## config.mk

```make
export PLATFORM = sky130hd
export DESIGN_NAME = calendar_date_stepper_core_flat
export DESIGN_NICKNAME = d
export VERILOG_FILES = /design/src/rtl/core/cds_pkg.sv /design/src/rtl/core/cds_if.sv /design/src/rtl/core/calendar_date_stepper_core.sv /design/src/rtl/core/cds_ctrl.sv /design/src/rtl/core/cds_dp.sv /design/src/flat_wrapper.sv
export SDC_FILE = /design/constraint.sdc
export NUM_CORES = 1
export LEC_CHECK = 0
export CAP_MARGIN = 20
export CORE_MARGIN = 5
export CORE_UTILIZATION = 29
export CTS_CLUSTER_DIAMETER = 80
export CTS_CLUSTER_SIZE = 40
export DETAILED_ROUTE_END_ITERATION = 16
export DONT_BUFFER_PORTS = 1
export REMOVE_ABC_BUFFERS = 1
export SYNTH_ARGS = -nofsm -noshare
export SYNTH_HDL_FRONTEND = slang
export SYNTH_SLANG_ARGS = --single-unit
```

## constraint.sdc

```tcl
create_clock -name clock -period 7.7 [get_ports clock]
set_input_delay 0 -clock clock [delete_from_list [all_inputs] [get_ports clock]]
set_output_delay 0 -clock clock [all_outputs]
set_load 0.02 [all_outputs]
```

## src/rtl/core/cds_pkg.sv

```systemverilog
// shared types, constants and calendar functions for the date stepper
package cds_pkg;

   localparam int OP_W       = 2;
   localparam int STEP_W     = 10;
   localparam int DAY_W      = 5;
   localparam int MONTH_W    = 4;
   localparam int YEAR_W     = 14;
   localparam int DOY_W      = 9;
   localparam int SERIAL_W   = 22;
   localparam int ERR_W      = 2;
   localparam int Q100_W     = 8;
   localparam int MOD100_W   = 7;
   localparam int CENT_W     = 2;
   localparam int RECIP_W    = 13;
   localparam int PROD_W     = YEAR_W + RECIP_W;

   localparam int MAX_YEAR       = 9999;
   localparam int MAX_STEP       = 1023;
   localparam int RECIP100       = 5243;
   localparam int RECIP100_SHIFT = 19;
   localparam int DAYS_PER_YEAR  = 365;
   localparam int YEARS_PER_CENT = 100;

   localparam logic [MONTH_W-1:0] MONTH_JAN = MONTH_W'(1);
   localparam logic [MONTH_W-1:0] MONTH_FEB = MONTH_W'(2);
   localparam logic [MONTH_W-1:0] MONTH_DEC = MONTH_W'(12);
   localparam logic [DAY_W-1:0]   DAY_FIRST = DAY_W'(1);
   localparam logic [DAY_W-1:0]   DAY_LAST  = DAY_W'(31);

   typedef enum logic [OP_W-1:0] {
      OP_LOAD = 2'd0,
      OP_FWD  = 2'd1,
      OP_BWD  = 2'd2,
      OP_NONE = 2'd3
   } op_type;

   typedef enum logic [ERR_W-1:0] {
      ERR_OK    = 2'd0,
      ERR_LOAD  = 2'd1,
      ERR_LIMIT = 2'd2
   } err_type;

   typedef struct packed {
      logic accept;
      logic ld_mult;
      logic ld_check;
      logic ld_serial;
      logic step;
      logic finish;
   } cmd_type;

   typedef struct packed {
      op_type op;
      logic   cnt_zero;
      logic   at_limit;
   } status_type;

   function automatic logic [DAY_W-1:0] month_len(input logic [MONTH_W-1:0] m,
                                                  input logic leap);
      logic [DAY_W-1:0] len;
      case (m) inside
         4'd4, 4'd6, 4'd9, 4'd11: len = DAY_W'(30);
         MONTH_FEB:                len = leap ? DAY_W'(29) : DAY_W'(28);
         default:                  len = DAY_W'(31);
      endcase
      return len;
   endfunction

   // days in the months before m, february counted as 28
   function automatic logic [DOY_W-1:0] cum_days(input logic [MONTH_W-1:0] m);
      logic [DOY_W-1:0] d;
      case (m)
         4'd1:    d = DOY_W'(0);
         4'd2:    d = DOY_W'(31);
         4'd3:    d = DOY_W'(59);
         4'd4:    d = DOY_W'(90);
         4'd5:    d = DOY_W'(120);
         4'd6:    d = DOY_W'(151);
         4'd7:    d = DOY_W'(181);
         4'd8:    d = DOY_W'(212);
         4'd9:    d = DOY_W'(243);
         4'd10:   d = DOY_W'(273);
         4'd11:   d = DOY_W'(304);
         4'd12:   d = DOY_W'(334);
         default: d = DOY_W'(0);
      endcase
      return d;
   endfunction

   // year mod 100 and century mod 4 give the leap rule
   function automatic logic is_leap(input logic [MOD100_W-1:0] mod100,
                                    input logic [CENT_W-1:0] cent4);
      return (mod100[1:0] == 2'd0) && ((mod100 != '0) || (cent4 == '0));
   endfunction

endpackage

```

## src/rtl/core/cds_if.sv

```systemverilog
// request and response channel interfaces
interface cds_req_if;
   import cds_pkg::*;
   logic                 valid;
   logic                 ready;
   logic [OP_W-1:0]      op;
   logic [STEP_W-1:0]    step_days;
   logic [DAY_W-1:0]     load_day;
   logic [MONTH_W-1:0]   load_month;
   logic [YEAR_W-1:0]    load_year;
   modport source (output valid, op, step_days, load_day, load_month, load_year,
                   input ready);
   modport sink (input valid, op, step_days, load_day, load_month, load_year,
                 output ready);
endinterface

interface cds_rsp_if;
   import cds_pkg::*;
   logic                 valid;
   logic                 ready;
   logic [DAY_W-1:0]     out_day;
   logic [MONTH_W-1:0]   out_month;
   logic [YEAR_W-1:0]    out_year;
   logic [DOY_W-1:0]     day_of_year;
   logic [SERIAL_W-1:0]  serial_day;
   logic [ERR_W-1:0]     error;
   modport source (output valid, out_day, out_month, out_year, day_of_year,
                   serial_day, error, input ready);
   modport sink (input valid, out_day, out_month, out_year, day_of_year,
                 serial_day, error, output ready);
endinterface

```

## src/rtl/core/calendar_date_stepper_core.sv

```systemverilog
// top level of the gregorian date stepper
//
//   channel   dir   handshake      carries
//   req_chan  in    valid/ready    op, step_days, load_day, load_month, load_year
//   rsp_chan  out   valid/ready    out_day, out_month, out_year, day_of_year,
//                                  serial_day, error
//
// one transaction at a time; a step moves one day per cycle through the day
// counter, a load runs the multiply, check and serial states, op 3 goes to finish
// reset returns the date to 1/1/1 and drops any pending response
// the response register lets the next request in while the last response waits;
// a new response is only written once the old one has been taken
module calendar_date_stepper_core (
   input  logic      clock,
   input  logic      reset,
   cds_req_if.sink   req_chan,
   cds_rsp_if.source rsp_chan
);
   import cds_pkg::*;

   cmd_type    cmd;
   status_type status;

   cds_ctrl u_ctrl (
      .clock     (clock),
      .reset     (reset),
      .req_valid (req_chan.valid),
      .req_ready (req_chan.ready),
      .rsp_valid (rsp_chan.valid),
      .rsp_ready (rsp_chan.ready),
      .status    (status),
      .cmd       (cmd)
   );

   cds_dp u_dp (
      .clock           (clock),
      .reset           (reset),
      .cmd             (cmd),
      .status          (status),
      .req_op          (req_chan.op),
      .req_step_days   (req_chan.step_days),
      .req_load_day    (req_chan.load_day),
      .req_load_month  (req_chan.load_month),
      .req_load_year   (req_chan.load_year),
      .rsp_out_day     (rsp_chan.out_day),
      .rsp_out_month   (rsp_chan.out_month),
      .rsp_out_year    (rsp_chan.out_year),
      .rsp_day_of_year (rsp_chan.day_of_year),
      .rsp_serial_day  (rsp_chan.serial_day),
      .rsp_error       (rsp_chan.error)
   );

endmodule

```

## src/rtl/core/cds_ctrl.sv

```systemverilog
// sequencing state machine for the date stepper
module cds_ctrl (
   input  logic                clock,
   input  logic                reset,
   input  logic                req_valid,
   output logic                req_ready,
   output logic                rsp_valid,
   input  logic                rsp_ready,
   input  cds_pkg::status_type status,
   output cds_pkg::cmd_type    cmd
);
   import cds_pkg::*;

   typedef enum logic [6:0] {
      ST_IDLE      = 7'b0000001,
      ST_DISPATCH  = 7'b0000010,
      ST_LD_MULT   = 7'b0000100,
      ST_LD_CHECK  = 7'b0001000,
      ST_LD_SERIAL = 7'b0010000,
      ST_STEP      = 7'b0100000,
      ST_FINISH    = 7'b1000000
   } state_type;

   state_type state_ff, state_in;
   logic      rsp_valid_ff, rsp_valid_in;
   logic      fire;

   always_comb begin
      state_in = state_ff;
      cmd      = '0;
      fire     = 1'b0;
      case (state_ff)
         ST_IDLE: begin
            if (req_valid) begin
               cmd.accept = 1'b1;
               state_in   = ST_DISPATCH;
            end
         end
         ST_DISPATCH: begin
            case (status.op)
               OP_LOAD: state_in = ST_LD_MULT;
               OP_FWD:  state_in = ST_STEP;
               OP_BWD:  state_in = ST_STEP;
               default: state_in = ST_FINISH;
            endcase
         end
         ST_LD_MULT: begin
            cmd.ld_mult = 1'b1;
            state_in    = ST_LD_CHECK;
         end
         ST_LD_CHECK: begin
            cmd.ld_check = 1'b1;
            state_in     = ST_LD_SERIAL;
         end
         ST_LD_SERIAL: begin
            cmd.ld_serial = 1'b1;
            state_in      = ST_FINISH;
         end
         ST_STEP: begin
            cmd.step = 1'b1;
            if (status.cnt_zero || status.at_limit) begin
               state_in = ST_FINISH;
            end
         end
         ST_FINISH: begin
            fire = !rsp_valid_ff || rsp_ready;
            if (fire) begin
               cmd.finish = 1'b1;
               state_in   = ST_IDLE;
            end
         end
         default: state_in = ST_IDLE;
      endcase
      rsp_valid_in = (rsp_valid_ff && !rsp_ready) || fire;
   end

   always_ff @(posedge clock) begin
      if (reset) begin
         state_ff     <= ST_IDLE;
         rsp_valid_ff <= 1'b0;
      end else begin
         state_ff     <= state_in;
         rsp_valid_ff <= rsp_valid_in;
      end
   end

   assign req_ready = (state_ff == ST_IDLE);
   assign rsp_valid = rsp_valid_ff;

endmodule

```

## src/rtl/core/cds_dp.sv

```systemverilog
// date registers, day stepping, load check and serial day arithmetic
module cds_dp (
   input  logic                           clock,
   input  logic                           reset,
   input  cds_pkg::cmd_type               cmd,
   output cds_pkg::status_type            status,
   input  logic [cds_pkg::OP_W-1:0]       req_op,
   input  logic [cds_pkg::STEP_W-1:0]     req_step_days,
   input  logic [cds_pkg::DAY_W-1:0]      req_load_day,
   input  logic [cds_pkg::MONTH_W-1:0]    req_load_month,
   input  logic [cds_pkg::YEAR_W-1:0]     req_load_year,
   output logic [cds_pkg::DAY_W-1:0]      rsp_out_day,
   output logic [cds_pkg::MONTH_W-1:0]    rsp_out_month,
   output logic [cds_pkg::YEAR_W-1:0]     rsp_out_year,
   output logic [cds_pkg::DOY_W-1:0]      rsp_day_of_year,
   output logic [cds_pkg::SERIAL_W-1:0]   rsp_serial_day,
   output logic [cds_pkg::ERR_W-1:0]      rsp_error
);
   import cds_pkg::*;

   // latched transaction
   op_type               op_ff, op_in;
   logic [STEP_W-1:0]    cnt_ff, cnt_in;
   logic [DAY_W-1:0]     ld_day_ff, ld_day_in;
   logic [MONTH_W-1:0]   ld_month_ff, ld_month_in;
   logic [YEAR_W-1:0]    ld_year_ff, ld_year_in;
   logic [Q100_W-1:0]    q100_ff, q100_in;
   logic [SERIAL_W-1:0]  y365_ff, y365_in;
   err_type              err_ff, err_in;

   // held date and derived counters
   logic [DAY_W-1:0]     day_ff, day_in;
   logic [MONTH_W-1:0]   month_ff, month_in;
   logic [YEAR_W-1:0]    year_ff, year_in;
   logic [MOD100_W-1:0]  mod100_ff, mod100_in;
   logic [CENT_W-1:0]    cent4_ff, cent4_in;
   logic [DOY_W-1:0]     doy_ff, doy_in;
   logic [SERIAL_W-1:0]  serial_ff, serial_in;

   // response register
   logic [DAY_W-1:0]     out_day_ff, out_day_in;
   logic [MONTH_W-1:0]   out_month_ff, out_month_in;
   logic [YEAR_W-1:0]    out_year_ff, out_year_in;
   logic [DOY_W-1:0]     out_doy_ff, out_doy_in;
   logic [SERIAL_W-1:0]  out_serial_ff, out_serial_in;
   logic [ERR_W-1:0]     out_err_ff, out_err_in;

   logic                 leap_cur, leap_dec, leap_ld;
   logic [MOD100_W-1:0]  mod100_inc, mod100_dec, ld_mod100;
   logic [CENT_W-1:0]    cent4_inc, cent4_dec;
   logic [DAY_W-1:0]     mlen_cur, mlen_prev;
   logic                 fwd_limit, bwd_limit, ld_ok;
   logic [PROD_W-1:0]    q_prod;
   logic [YEAR_W-1:0]    cent_part;
   logic                 early;
   logic [YEAR_W-1:0]    y_adj;
   logic [Q100_W-1:0]    q_adj;
   logic [SERIAL_W-1:0]  leaps;

   always_comb begin
      leap_cur   = is_leap(mod100_ff, cent4_ff);
      mod100_inc = (mod100_ff == MOD100_W'(YEARS_PER_CENT - 1)) ? '0 : mod100_ff + 1'b1;
      cent4_inc  = (mod100_ff == MOD100_W'(YEARS_PER_CENT - 1)) ? cent4_ff + 1'b1 : cent4_ff;
      mod100_dec = (mod100_ff == '0) ? MOD100_W'(YEARS_PER_CENT - 1) : mod100_ff - 1'b1;
      cent4_dec  = (mod100_ff == '0) ? cent4_ff - 1'b1 : cent4_ff;
      leap_dec   = is_leap(mod100_dec, cent4_dec);
      mlen_cur   = month_len(month_ff, leap_cur);
      mlen_prev  = month_len(month_ff - 1'b1, leap_cur);
      fwd_limit  = (year_ff >= YEAR_W'(MAX_YEAR)) && (month_ff == MONTH_DEC) &&
                   (day_ff == DAY_LAST);
      bwd_limit  = (year_ff <= YEAR_W'(1)) && (month_ff == MONTH_JAN) &&
                   (day_ff == DAY_FIRST);

      // load path
      q_prod    = PROD_W'(ld_year_ff) * PROD_W'(RECIP100);
      cent_part = YEAR_W'(q100_ff) * YEAR_W'(YEARS_PER_CENT);
      ld_mod100 = MOD100_W'(ld_year_ff - cent_part);
      leap_ld   = is_leap(ld_mod100, q100_ff[CENT_W-1:0]);
      ld_ok     = (ld_month_ff >= MONTH_JAN) && (ld_month_ff <= MONTH_DEC) &&
                  (ld_year_ff != '0) && (ld_year_ff <= YEAR_W'(MAX_YEAR)) &&
                  (ld_day_ff >= DAY_FIRST) &&
                  (ld_day_ff <= month_len(ld_month_ff, leap_ld));

      // leap days before the date, counted up to the previous year for jan and feb
      early = (month_ff <= MONTH_FEB);
      y_adj = year_ff - YEAR_W'(early);
      q_adj = q100_ff - Q100_W'(early && (mod100_ff == '0));
      leaps = SERIAL_W'(y_adj >> 2) - SERIAL_W'(q_adj) + SERIAL_W'(q_adj >> 2);

      op_in         = op_ff;
      cnt_in        = cnt_ff;
      ld_day_in     = ld_day_ff;
      ld_month_in   = ld_month_ff;
      ld_year_in    = ld_year_ff;
      q100_in       = q100_ff;
      y365_in       = y365_ff;
      err_in        = err_ff;
      day_in        = day_ff;
      month_in      = month_ff;
      year_in       = year_ff;
      mod100_in     = mod100_ff;
      cent4_in      = cent4_ff;
      doy_in        = doy_ff;
      serial_in     = serial_ff;
      out_day_in    = out_day_ff;
      out_month_in  = out_month_ff;
      out_year_in   = out_year_ff;
      out_doy_in    = out_doy_ff;
      out_serial_in = out_serial_ff;
      out_err_in    = out_err_ff;

      if (cmd.accept) begin
         op_in       = op_type'(req_op);
         cnt_in      = (int'(req_step_days) > MAX_STEP) ? STEP_W'(MAX_STEP) : req_step_days;
         ld_day_in   = req_load_day;
         ld_month_in = req_load_month;
         ld_year_in  = req_load_year;
         err_in      = ERR_OK;
      end

      if (cmd.ld_mult) begin
         q100_in = Q100_W'(q_prod >> RECIP100_SHIFT);
         y365_in = SERIAL_W'(ld_year_ff) * SERIAL_W'(DAYS_PER_YEAR);
      end

      if (cmd.ld_check) begin
         if (ld_ok) begin
            day_in    = ld_day_ff;
            month_in  = ld_month_ff;
            year_in   = ld_year_ff;
            mod100_in = ld_mod100;
            cent4_in  = q100_ff[CENT_W-1:0];
         end else begin
            err_in = ERR_LOAD;
         end
      end

      if (cmd.ld_serial && (err_ff == ERR_OK)) begin
         serial_in = y365_ff + SERIAL_W'(day_ff) + SERIAL_W'(cum_days(month_ff)) +
                     leaps - SERIAL_W'(DAYS_PER_YEAR);
         doy_in    = DOY_W'(day_ff) - 1'b1 + cum_days(month_ff) +
                     DOY_W'(leap_cur && (month_ff > MONTH_FEB));
      end

      if (cmd.step && (cnt_ff != '0)) begin
         if (status.at_limit) begin
            err_in = ERR_LIMIT;
         end else begin
            cnt_in = cnt_ff - 1'b1;
            if (op_ff == OP_FWD) begin
               serial_in = serial_ff + 1'b1;
               doy_in    = doy_ff + 1'b1;
               if (day_ff < mlen_cur) begin
                  day_in = day_ff + 1'b1;
               end else begin
                  day_in = DAY_FIRST;
                  if (month_ff >= MONTH_DEC) begin
                     month_in  = MONTH_JAN;
                     year_in   = year_ff + 1'b1;
                     mod100_in = mod100_inc;
                     cent4_in  = cent4_inc;
                     doy_in    = '0;
                  end else begin
                     month_in = month_ff + 1'b1;
                  end
               end
            end else begin
               serial_in = serial_ff - 1'b1;
               doy_in    = doy_ff - 1'b1;
               if (day_ff > DAY_FIRST) begin
                  day_in = day_ff - 1'b1;
               end else if (month_ff <= MONTH_JAN) begin
                  month_in  = MONTH_DEC;
                  day_in    = DAY_LAST;
                  year_in   = year_ff - 1'b1;
                  mod100_in = mod100_dec;
                  cent4_in  = cent4_dec;
                  doy_in    = leap_dec ? DOY_W'(DAYS_PER_YEAR) : DOY_W'(DAYS_PER_YEAR - 1);
               end else begin
                  month_in = month_ff - 1'b1;
                  day_in   = mlen_prev;
               end
            end
         end
      end

      if (cmd.finish) begin
         out_day_in    = day_ff;
         out_month_in  = month_ff;
         out_year_in   = year_ff;
         out_doy_in    = doy_ff;
         out_serial_in = serial_ff;
         out_err_in    = err_ff;
      end
   end

   always_ff @(posedge clock) begin
      if (reset) begin
         day_ff    <= DAY_FIRST;
         month_ff  <= MONTH_JAN;
         year_ff   <= YEAR_W'(1);
         mod100_ff <= MOD100_W'(1);
         cent4_ff  <= '0;
         doy_ff    <= '0;
         serial_ff <= SERIAL_W'(1);
         op_ff     <= OP_NONE;
         cnt_ff    <= '0;
         err_ff    <= ERR_OK;
      end else begin
         day_ff    <= day_in;
         month_ff  <= month_in;
         year_ff   <= year_in;
         mod100_ff <= mod100_in;
         cent4_ff  <= cent4_in;
         doy_ff    <= doy_in;
         serial_ff <= serial_in;
         op_ff     <= op_in;
         cnt_ff    <= cnt_in;
         err_ff    <= err_in;
      end
   end

   always_ff @(posedge clock) begin
      ld_day_ff     <= ld_day_in;
      ld_month_ff   <= ld_month_in;
      ld_year_ff    <= ld_year_in;
      q100_ff       <= q100_in;
      y365_ff       <= y365_in;
      out_day_ff    <= out_day_in;
      out_month_ff  <= out_month_in;
      out_year_ff   <= out_year_in;
      out_doy_ff    <= out_doy_in;
      out_serial_ff <= out_serial_in;
      out_err_ff    <= out_err_in;
   end

   assign status.op       = op_ff;
   assign status.cnt_zero = (cnt_ff == '0);
   assign status.at_limit = (op_ff == OP_FWD) ? fwd_limit : bwd_limit;

   assign rsp_out_day     = out_day_ff;
   assign rsp_out_month   = out_month_ff;
   assign rsp_out_year    = out_year_ff;
   assign rsp_day_of_year = out_doy_ff;
   assign rsp_serial_day  = out_serial_ff;
   assign rsp_error       = out_err_ff;

endmodule
```

## src/flat_wrapper.sv

```systemverilog
// flat-port wrapper written by rule: the top's interface ports become plain ports
module calendar_date_stepper_core_flat import cds_pkg::*;
  (clock, reset, req_chan_valid, req_chan_op, req_chan_step_days, req_chan_load_day, req_chan_load_month, req_chan_load_year, req_chan_ready, rsp_chan_valid, rsp_chan_out_day, rsp_chan_out_month, rsp_chan_out_year, rsp_chan_day_of_year, rsp_chan_serial_day, rsp_chan_error, rsp_chan_ready);
  cds_req_if req_chan_i ();
  cds_rsp_if rsp_chan_i ();
  input  logic clock;
  input  logic reset;
  input wire logic [$bits(req_chan_i.valid)-1:0] req_chan_valid;
  input wire logic [$bits(req_chan_i.op)-1:0] req_chan_op;
  input wire logic [$bits(req_chan_i.step_days)-1:0] req_chan_step_days;
  input wire logic [$bits(req_chan_i.load_day)-1:0] req_chan_load_day;
  input wire logic [$bits(req_chan_i.load_month)-1:0] req_chan_load_month;
  input wire logic [$bits(req_chan_i.load_year)-1:0] req_chan_load_year;
  output wire logic [$bits(req_chan_i.ready)-1:0] req_chan_ready;
  output wire logic [$bits(rsp_chan_i.valid)-1:0] rsp_chan_valid;
  output wire logic [$bits(rsp_chan_i.out_day)-1:0] rsp_chan_out_day;
  output wire logic [$bits(rsp_chan_i.out_month)-1:0] rsp_chan_out_month;
  output wire logic [$bits(rsp_chan_i.out_year)-1:0] rsp_chan_out_year;
  output wire logic [$bits(rsp_chan_i.day_of_year)-1:0] rsp_chan_day_of_year;
  output wire logic [$bits(rsp_chan_i.serial_day)-1:0] rsp_chan_serial_day;
  output wire logic [$bits(rsp_chan_i.error)-1:0] rsp_chan_error;
  input wire logic [$bits(rsp_chan_i.ready)-1:0] rsp_chan_ready;
  assign req_chan_i.valid = req_chan_valid;
  assign req_chan_i.op = req_chan_op;
  assign req_chan_i.step_days = req_chan_step_days;
  assign req_chan_i.load_day = req_chan_load_day;
  assign req_chan_i.load_month = req_chan_load_month;
  assign req_chan_i.load_year = req_chan_load_year;
  assign req_chan_ready = req_chan_i.ready;
  assign rsp_chan_valid = rsp_chan_i.valid;
  assign rsp_chan_out_day = rsp_chan_i.out_day;
  assign rsp_chan_out_month = rsp_chan_i.out_month;
  assign rsp_chan_out_year = rsp_chan_i.out_year;
  assign rsp_chan_day_of_year = rsp_chan_i.day_of_year;
  assign rsp_chan_serial_day = rsp_chan_i.serial_day;
  assign rsp_chan_error = rsp_chan_i.error;
  assign rsp_chan_i.ready = rsp_chan_ready;
  calendar_date_stepper_core u_core (.clock(clock), .reset(reset), .req_chan(req_chan_i), .rsp_chan(rsp_chan_i));
endmodule
```

## Word level (Yosys, flattened, before mapping)

Memory sizes are Yosys's and may differ from the RTL's. A register that Yosys moved wholly into a read port is not among the register bits.
Cells that the tools add are included.

| word-level totals | value |
|---|---|
| output and inout bits | 58 |
| input bits | 39 |
| RAM bits | 0 |
| register bits | 194 |
| bits in read-only memories | 288 |
| logic and storage cells | 242 |
| memories kept | 2 |
| latch bits | 0 |

| cells by class | value |
|---|---|
| muxes and demuxes | 96 |
| multipliers | 3 |
| order comparisons | 13 |
| reduce and logical (&&, ||, !) cells | 45 |
| eq/ne operators | 33 |
| $add $sub $neg | 27 |
| shifts and indexed selects | 0 |
| bitwise logic cells | 0 |
| div/mod/pow operators | 0 |

Memory list:

| memory | depth | bits a word | rd ports | clocked after memory_dff | write ports | line | RTL |
|---|---|---|---|---|---|---|---|
| (no name shown) | 16 | 9 | 1 | 1 | 0 | cds_pkg.sv:73 | `case (m)` |
| (no name shown) | 16 | 9 | 1 | 1 | 0 | cds_pkg.sv:73 |  |

Operator list:

| cell | number |
|---|---|
| 14-bit two-way mux | 9 |
| 7-bit two-way mux | 14 |
| 9-bit two-way mux | 10 |
| 22-bit two-way mux | 4 |
| 7-bit case mux with 7 select lines | 1 |
| 5-bit two-way mux | 9 |
| 4-bit two-way mux | 11 |
| 2-bit two-way mux | 21 |
| 10-bit two-way mux | 3 |
| 4-bit equality test (second input constant) | 7 |
| 14-bit by 13-bit multiplier with 27-bit output (second input constant) | 1 |
| 4-bit by 3-bit equality test with 1-bit output (second input constant) | 6 |
| 22-bit by 1-bit adder with 22-bit output (second input constant) | 1 |
| 22-bit adder | 1 |
| 22-bit by 5-bit adder with 22-bit output | 1 |
| 22-bit by 9-bit adder with 22-bit output | 1 |
| 14-bit by 9-bit multiplier with 22-bit output (second input constant) | 1 |
| 22-bit by 1-bit subtractor with 22-bit output (second input constant) | 1 |
| 22-bit by 9-bit subtractor with 22-bit output (second input constant) | 1 |
| 7-bit nonzero test | 3 |
| 1-bit logical AND | 17 |
| 2-bit zero test | 8 |
| 13-bit by 7-bit adder with 14-bit output | 1 |
| 14-bit by 1-bit adder with 14-bit output (second input constant) | 1 |
| other kinds (59) | 84 |

## Logic depth before layout (Yosys ltp)

| logic depth | value |
|---|---|
| word-level depth | 17 |
| depth in mapped cells | 38 |
| depth with buffers taken out | 37 |

## By module

Synthesis repeated with hierarchy kept, for this count alone.

| second synthesis, totals | value |
|---|---|
| cell total of the unflattened synthesis | 2,121 |
| area total of the unflattened synthesis | 19,846.5 sq um |

By module, submodules not included:

| module | sequential area each (sq um) | area an instance (sq um) | cells an instance | times used |
|---|---|---|---|---|
| cds_dp | 4,994.8 | 19,309.8 | 2,062 | 1 |
| cds_ctrl | 160.2 | 536.8 | 59 | 1 |

## Least setup slack after synthesis

OpenSTA, ideal clock, no wires.

| timing path | value |
|---|---|
| kind | register -> register |
| start | register u_core.u_dp.mod100_ff[0] |
| end | register u_core.u_dp.serial_ff[21] |
| clock period less this slack | 7,469 ps |
| path buffers | 2 |
| required time | 7,531 ps |
| setup time | 169 ps |
| stages on the path, launching flop included | 39 |
| arrival | 7,300 ps |
| path slack | 231 ps |
| path through | dfxtp_1 inv_1 ha_1 nand3b_1 or2_2 clkbuf_1 nor3_1 ha_1 nor4b_2 nor2b_1 nand2b_1 xnor2_1 inv_1 ha_1 clkbuf_1 nand2_1 inv_1 nand2_1 (+3 left out) nand2_1 or4_1 xor2_1 ha_1 inv_1 ha_1 ha_1 ha_1 a21o_1 a21o_1 a21o_1 a21oi_1 o21a_1 o21ai_0 a31oi_1 xnor2_1 xnor2_1 a221oi_2 |

| between the ends | value |
|---|---|
| cells in the longest elaborated chain, start to end | 10 |

RTL lines:

| element | line | RTL |
|---|---|---|
| start, declared | cds_dp.sv:35 | `logic [MOD100_W-1:0] mod100_ff, mod100_in;` |
| start signal, assigned | cds_dp.sv:213 | `mod100_ff <= mod100_in;` |
| 7-bit zero test * | cds_dp.sv:87 | `q_adj = q100_ff - Q100_W'(early && (mod100_ff == '0));` |
| 1-bit logical AND * | cds_dp.sv:87 |  |
| 8-bit by 1-bit subtractor with 8-bit output * | cds_dp.sv:87 |  |
| 12-bit by 8-bit subtractor with 13-bit output | cds_dp.sv:88 | `leaps = SERIAL_W'(y_adj >> 2) - SERIAL_W'(q_adj) + SERIAL_W'(q_adj >> 2);` |
| 13-bit by 7-bit adder with 14-bit output * | cds_dp.sv:88 |  |
| 22-bit adder * | cds_dp.sv:139 | `serial_in = y365_ff + SERIAL_W'(day_ff) + SERIAL_W'(cum_days(month_ff)) +` |
| 22-bit by 9-bit subtractor with 22-bit output * | cds_dp.sv:140 | `leaps - SERIAL_W'(DAYS_PER_YEAR);` |
| 22-bit two-way mux * | cds_dp.sv:138 | `if (cmd.ld_serial && (err_ff == ERR_OK)) begin` |
| 22-bit two-way mux | cds_dp.sv:146 | `if (status.at_limit) begin` |
| 22-bit two-way mux * | cds_dp.sv:145 | `if (cmd.step && (cnt_ff != '0)) begin` |
| end signal, assigned | cds_dp.sv:216 | `serial_ff <= serial_in;` |
| end, declared | cds_dp.sv:38 | `logic [SERIAL_W-1:0] serial_ff, serial_in;` |

Mark *: on every way between the ends. The rest lies on a longest branch, timed or not.
A chain may end at the register's enable or synchronous reset.

## Worst setup path after layout

| timing path | value |
|---|---|
| start | register u_core.u_dp.mod100_ff[0] |
| end | register u_core.u_dp.serial_ff[20] |

The elaborated chain is that of the path after synthesis.

==> impl_metrics.env <==
export IMPL_ys_seq_elements=203
export IMPL_ios=97
export IMPL_powerDensity_mw_per_mm2=304.9
export IMPL_final_layout_size_suffix_gt1_share_pct=6.310
export IMPL_cp_endpoint="u_core.u_dp.serial_ff[20]$_SDFF_PP0_"
export IMPL_netlist_area_mm2=0.01997
export IMPL_reg2reg_depth=34
export IMPL_switching_share_pct=43.80
export IMPL_dpl_worst_slack_ns=0.03968
export IMPL_synth_edf_count=109
export IMPL_hold_class="input port to flip-flop"
export IMPL_fin_crit_sh_pct=94.92
export IMPL_r2r_end="u_core.u_dp.serial_ff[20]$_SDFF_PP0_"
export IMPL_cts_tree="yes"
export IMPL_postSynthAreaPerCell_um2=9.237
export IMPL_post_route_min_period_ns=7.309
export IMPL_placed_area_mm2=0.02103
export IMPL_slew_viol_final=0
export IMPL_postSynthCellCount=2162
export IMPL_drv_cap=0
export IMPL_fin_setup_tns_ns=0
export IMPL_cts_sinks=203
export IMPL_fin_cells=3086
export IMPL_p_leak_nw=9.622
export IMPL_remaining_drc_errors=0
export IMPL_max_freq_mhz=136.8
export IMPL_hold_viol_final=0
export IMPL_grt_pass1_vias=14880
export IMPL_first_pass_iters=5
export IMPL_end_kind="flip-flop"
export IMPL_drtIter0Drc=1098
export IMPL_p_int_mw=3.834
export IMPL_regToRegStartpoint="u_core.u_dp.mod100_ff[0]$_SDFF_PP1_"
export IMPL_grt_ovfl_total=0
export IMPL_cts_htree_levels=1
export IMPL_async_reset_ff_share_pct=0
export IMPL_critPathBufInv=3
export IMPL_dp_hpwl_mm=40.94
export IMPL_multi_input_area_mm2=0.01345
export IMPL_cp_max_fo=8
export IMPL_nets=2637
export IMPL_yosysTopAreaCellShare_pct=17.98
export IMPL_dp_cells=3002
export IMPL_clockBufferDepth=3
export IMPL_routed_wl_mm=52.92
export IMPL_path_clk_slew_ns=0.08
export IMPL_cp_slowest_cell="or4_1"
export IMPL_cp_startpoint="u_core.u_dp.mod100_ff[0]$_SDFF_PP1_"
export IMPL_cts_buffers=22
export IMPL_cp_num_cells=34
export IMPL_grt_usage_pct=14.01
export IMPL_combPwrFrac_pct=61.4
export IMPL_via_per_inst=4.936
export IMPL_ant_nets=0
export IMPL_die_y_um=272.4
export IMPL_antenna_found_initial=2
export IMPL_setup_viol=0
export IMPL_coreArea_mm2=0.06847
export IMPL_p_sw_mw=2.988
export IMPL_grt_pass1_wl_mm=84.09
export IMPL_reg2reg_slack_ns=0.39
export IMPL_wire_per_inst_um=17.15
export IMPL_cp_top_family="simple AND/OR/NAND/NOR gates"
export IMPL_port_buffers=0
export IMPL_seq_area_frac_synth_pct=25.81
export IMPL_start_util_pct=29.17
export IMPL_seqPwrFrac_pct=20.7
export IMPL_cp_required_ns=8.14
export IMPL_vias=15230
export IMPL_rows=96
export IMPL_design_area_mm2=0.02238
export IMPL_yosys_cell_types_count=93
export IMPL_die_area_mm2=0.07421
export IMPL_worstSetupPathType="flip-flop to flip-flop"
export IMPL_grt_max_degree=90
export IMPL_crit_path_frequent_cell="ha_1"
export IMPL_peakVddDrop_v=0.0002799
export IMPL_area_delta_synth_final_pct=12.05
export IMPL_yosys_area_top_type="ha_1"
export IMPL_seq_area_mm2=0.005157
export IMPL_max_slew_worst_pin_slew_ns=1.036
export IMPL_fin_skew_ns=0.02952
export IMPL_relSlewSlack_pct=30.95
export IMPL_synth_common_cells="inv_1 (298), ha_1 (287), nor2_1 (149)"
export IMPL_insertion_delay_ns=0.58
export IMPL_synthTopCellsByArea="ha_1 (18%), edfxtp_1 (16%), fa_1 (12%)"
export IMPL_fin_ws_ns=0.3914
export IMPL_pwr_share_clk_pct=17.8
export IMPL_yosysMostFrequentCell="inv_1"
export IMPL_n_fill_cell=7045
export IMPL_max_stage_delay_ns=0.57
export IMPL_outcome="completed"
export IMPL_start_kind="flip-flop"
export IMPL_cts_root_buf="clkbuf_16"
export IMPL_critPathArrivalTime_ns=7.75
export IMPL_yosys_warnings=0
export IMPL_die_x_um=272.4
export IMPL_place_gp_congestion=0.8677
export IMPL_synthFlopType="edfxtp_1"
==> final cells by class <==
type	instances	share of cell area, %
Antenna cell	1	0.01118
Clock buffer	23	2.572
Tap cell	882	4.932
Timing Repair Buffer	80	3.221
Multi-Input combinational cell	1582	60.09
Inverter	298	4.999
Clock inverter	17	1.129
Sequential cell	203	23.05
==> repair_timing <==
action	4_1_cts	5_1_grt
endpoints found under the hold margin	117	0
pin swaps	0	2
hold buffers	41	0
setup endpoints to repair	1	9
buffers inserted	0	1
gates resized for setup	1	19
==> through the flow <==
step           util, %  total power, mW  hold WS, ns
2_1_floorplan        -            4.660      0.06907
3_3_place_gp     30.71            5.579      0.08195
3_5_place_dp     30.71            5.627      0.08167
4_1_cts          32.56            6.950      0.03730
5_1_grt          32.68            7.631      0.05193
6_report         32.68            6.822      0.06846
==> sequential cells by signal, indices dropped and copies added (netlist names), 5 cells and up, named ones only <==
name	cells
u_core.u_dp.ld_year_ff	14
u_core.u_dp.mod100_ff	7
u_core.u_dp.q100_ff	8
u_core.u_ctrl.state_ff	7
u_core.u_dp.day_ff	5
u_core.u_dp.rsp_serial_day	22
u_core.u_dp.serial_ff	22
u_core.u_dp.rsp_out_day	5
u_core.u_dp.rsp_day_of_year	9
u_core.u_dp.year_ff	14
u_core.u_dp.y365_ff	22
u_core.u_dp.cnt_ff	10
u_core.u_dp.ld_day_ff	5
u_core.u_dp.rsp_out_year	14
u_core.u_dp.doy_ff	9
==> power by group through the flow <==
stage | Sequential [mW] | Clock (mW) | Combinational (mW)
6_report | 1.41 | 1.22 | 4.19
5_1_grt | 1.42 | 1.29 | 4.92
4_1_cts | 1.41 | 1.27 | 4.27
3_5_place_dp | 1.44 | 0 | 4.19
3_3_place_gp | 1.44 | 0 | 4.14
2_1_floorplan | 1.41 | 0 | 3.25
==> cells by family after synthesis <==
group                    Yosys count  synth area share, %
AND/OR/NAND/NOR                  539                13.28
AO/OA/AOI/OAI                    475                15.75
adder cells (fa/ha/maj)          413                30.51
buffers and inverters            377                7.349
flip-flops                       203                25.81
XOR/XNOR                         137                6.378
multiplexers                      18               0.9210
==> metal layers <==
metal	vias up	track usage, %	share of wire (%)
li1	7578	-	-
met1	7279	18.79	45
met2	306	23.44	47
met3	68	2.537	5.0
met4	0	3.509	2.6
met5	-	0	0
==> how the worst min path moves through the flow <==
stage / slack [ns] / start / end / cells past startpoint
after floorplan: 0.07 / reset / u_core.u_ctrl.rsp_valid$_SDFF_PP0_ / 1
after global placement: 0.08 / reset / u_core.u_dp.cnt_ff[3]$_SDFF_PP0_ / 1
after global routing: 0.05 / req_chan_load_day[4] / u_core.u_dp.ld_day_ff[4]$_DFFE_PP_ / 1
after detailed placement: 0.08 / reset / u_core.u_dp.cnt_ff[7]$_SDFF_PP0_ / 1
final: 0.07 / req_chan_load_month[3] / u_core.u_dp.ld_month_ff[3]$_DFFE_PP_ / 1
after CTS: 0.04 / req_chan_load_month[3] / u_core.u_dp.ld_month_ff[3]$_DFFE_PP_ / 1
==> cell usage in the layout, fill, tap and decap left out, types with 15 or more instances in the layout <==
cell,n
a211oi_1,40
a21o_1,27
a21oi_1,128
a31oi_1,15
buf_4,39
clkbuf_16,23
dfxtp_1,92
dlygate4sd3_1,40
edfxtp_1,109
fa_1,124
ha_1,285
inv_1,297
mux2i_1,15
nand2_1,138
nand2b_1,25
nand3_1,46
nor2_1,149
nor2b_1,17
nor3_1,54
o21a_1,22
o21ai_0,90
o22ai_1,19
xnor2_1,82
xor2_1,44
Power figures use the tool's default switching activity.
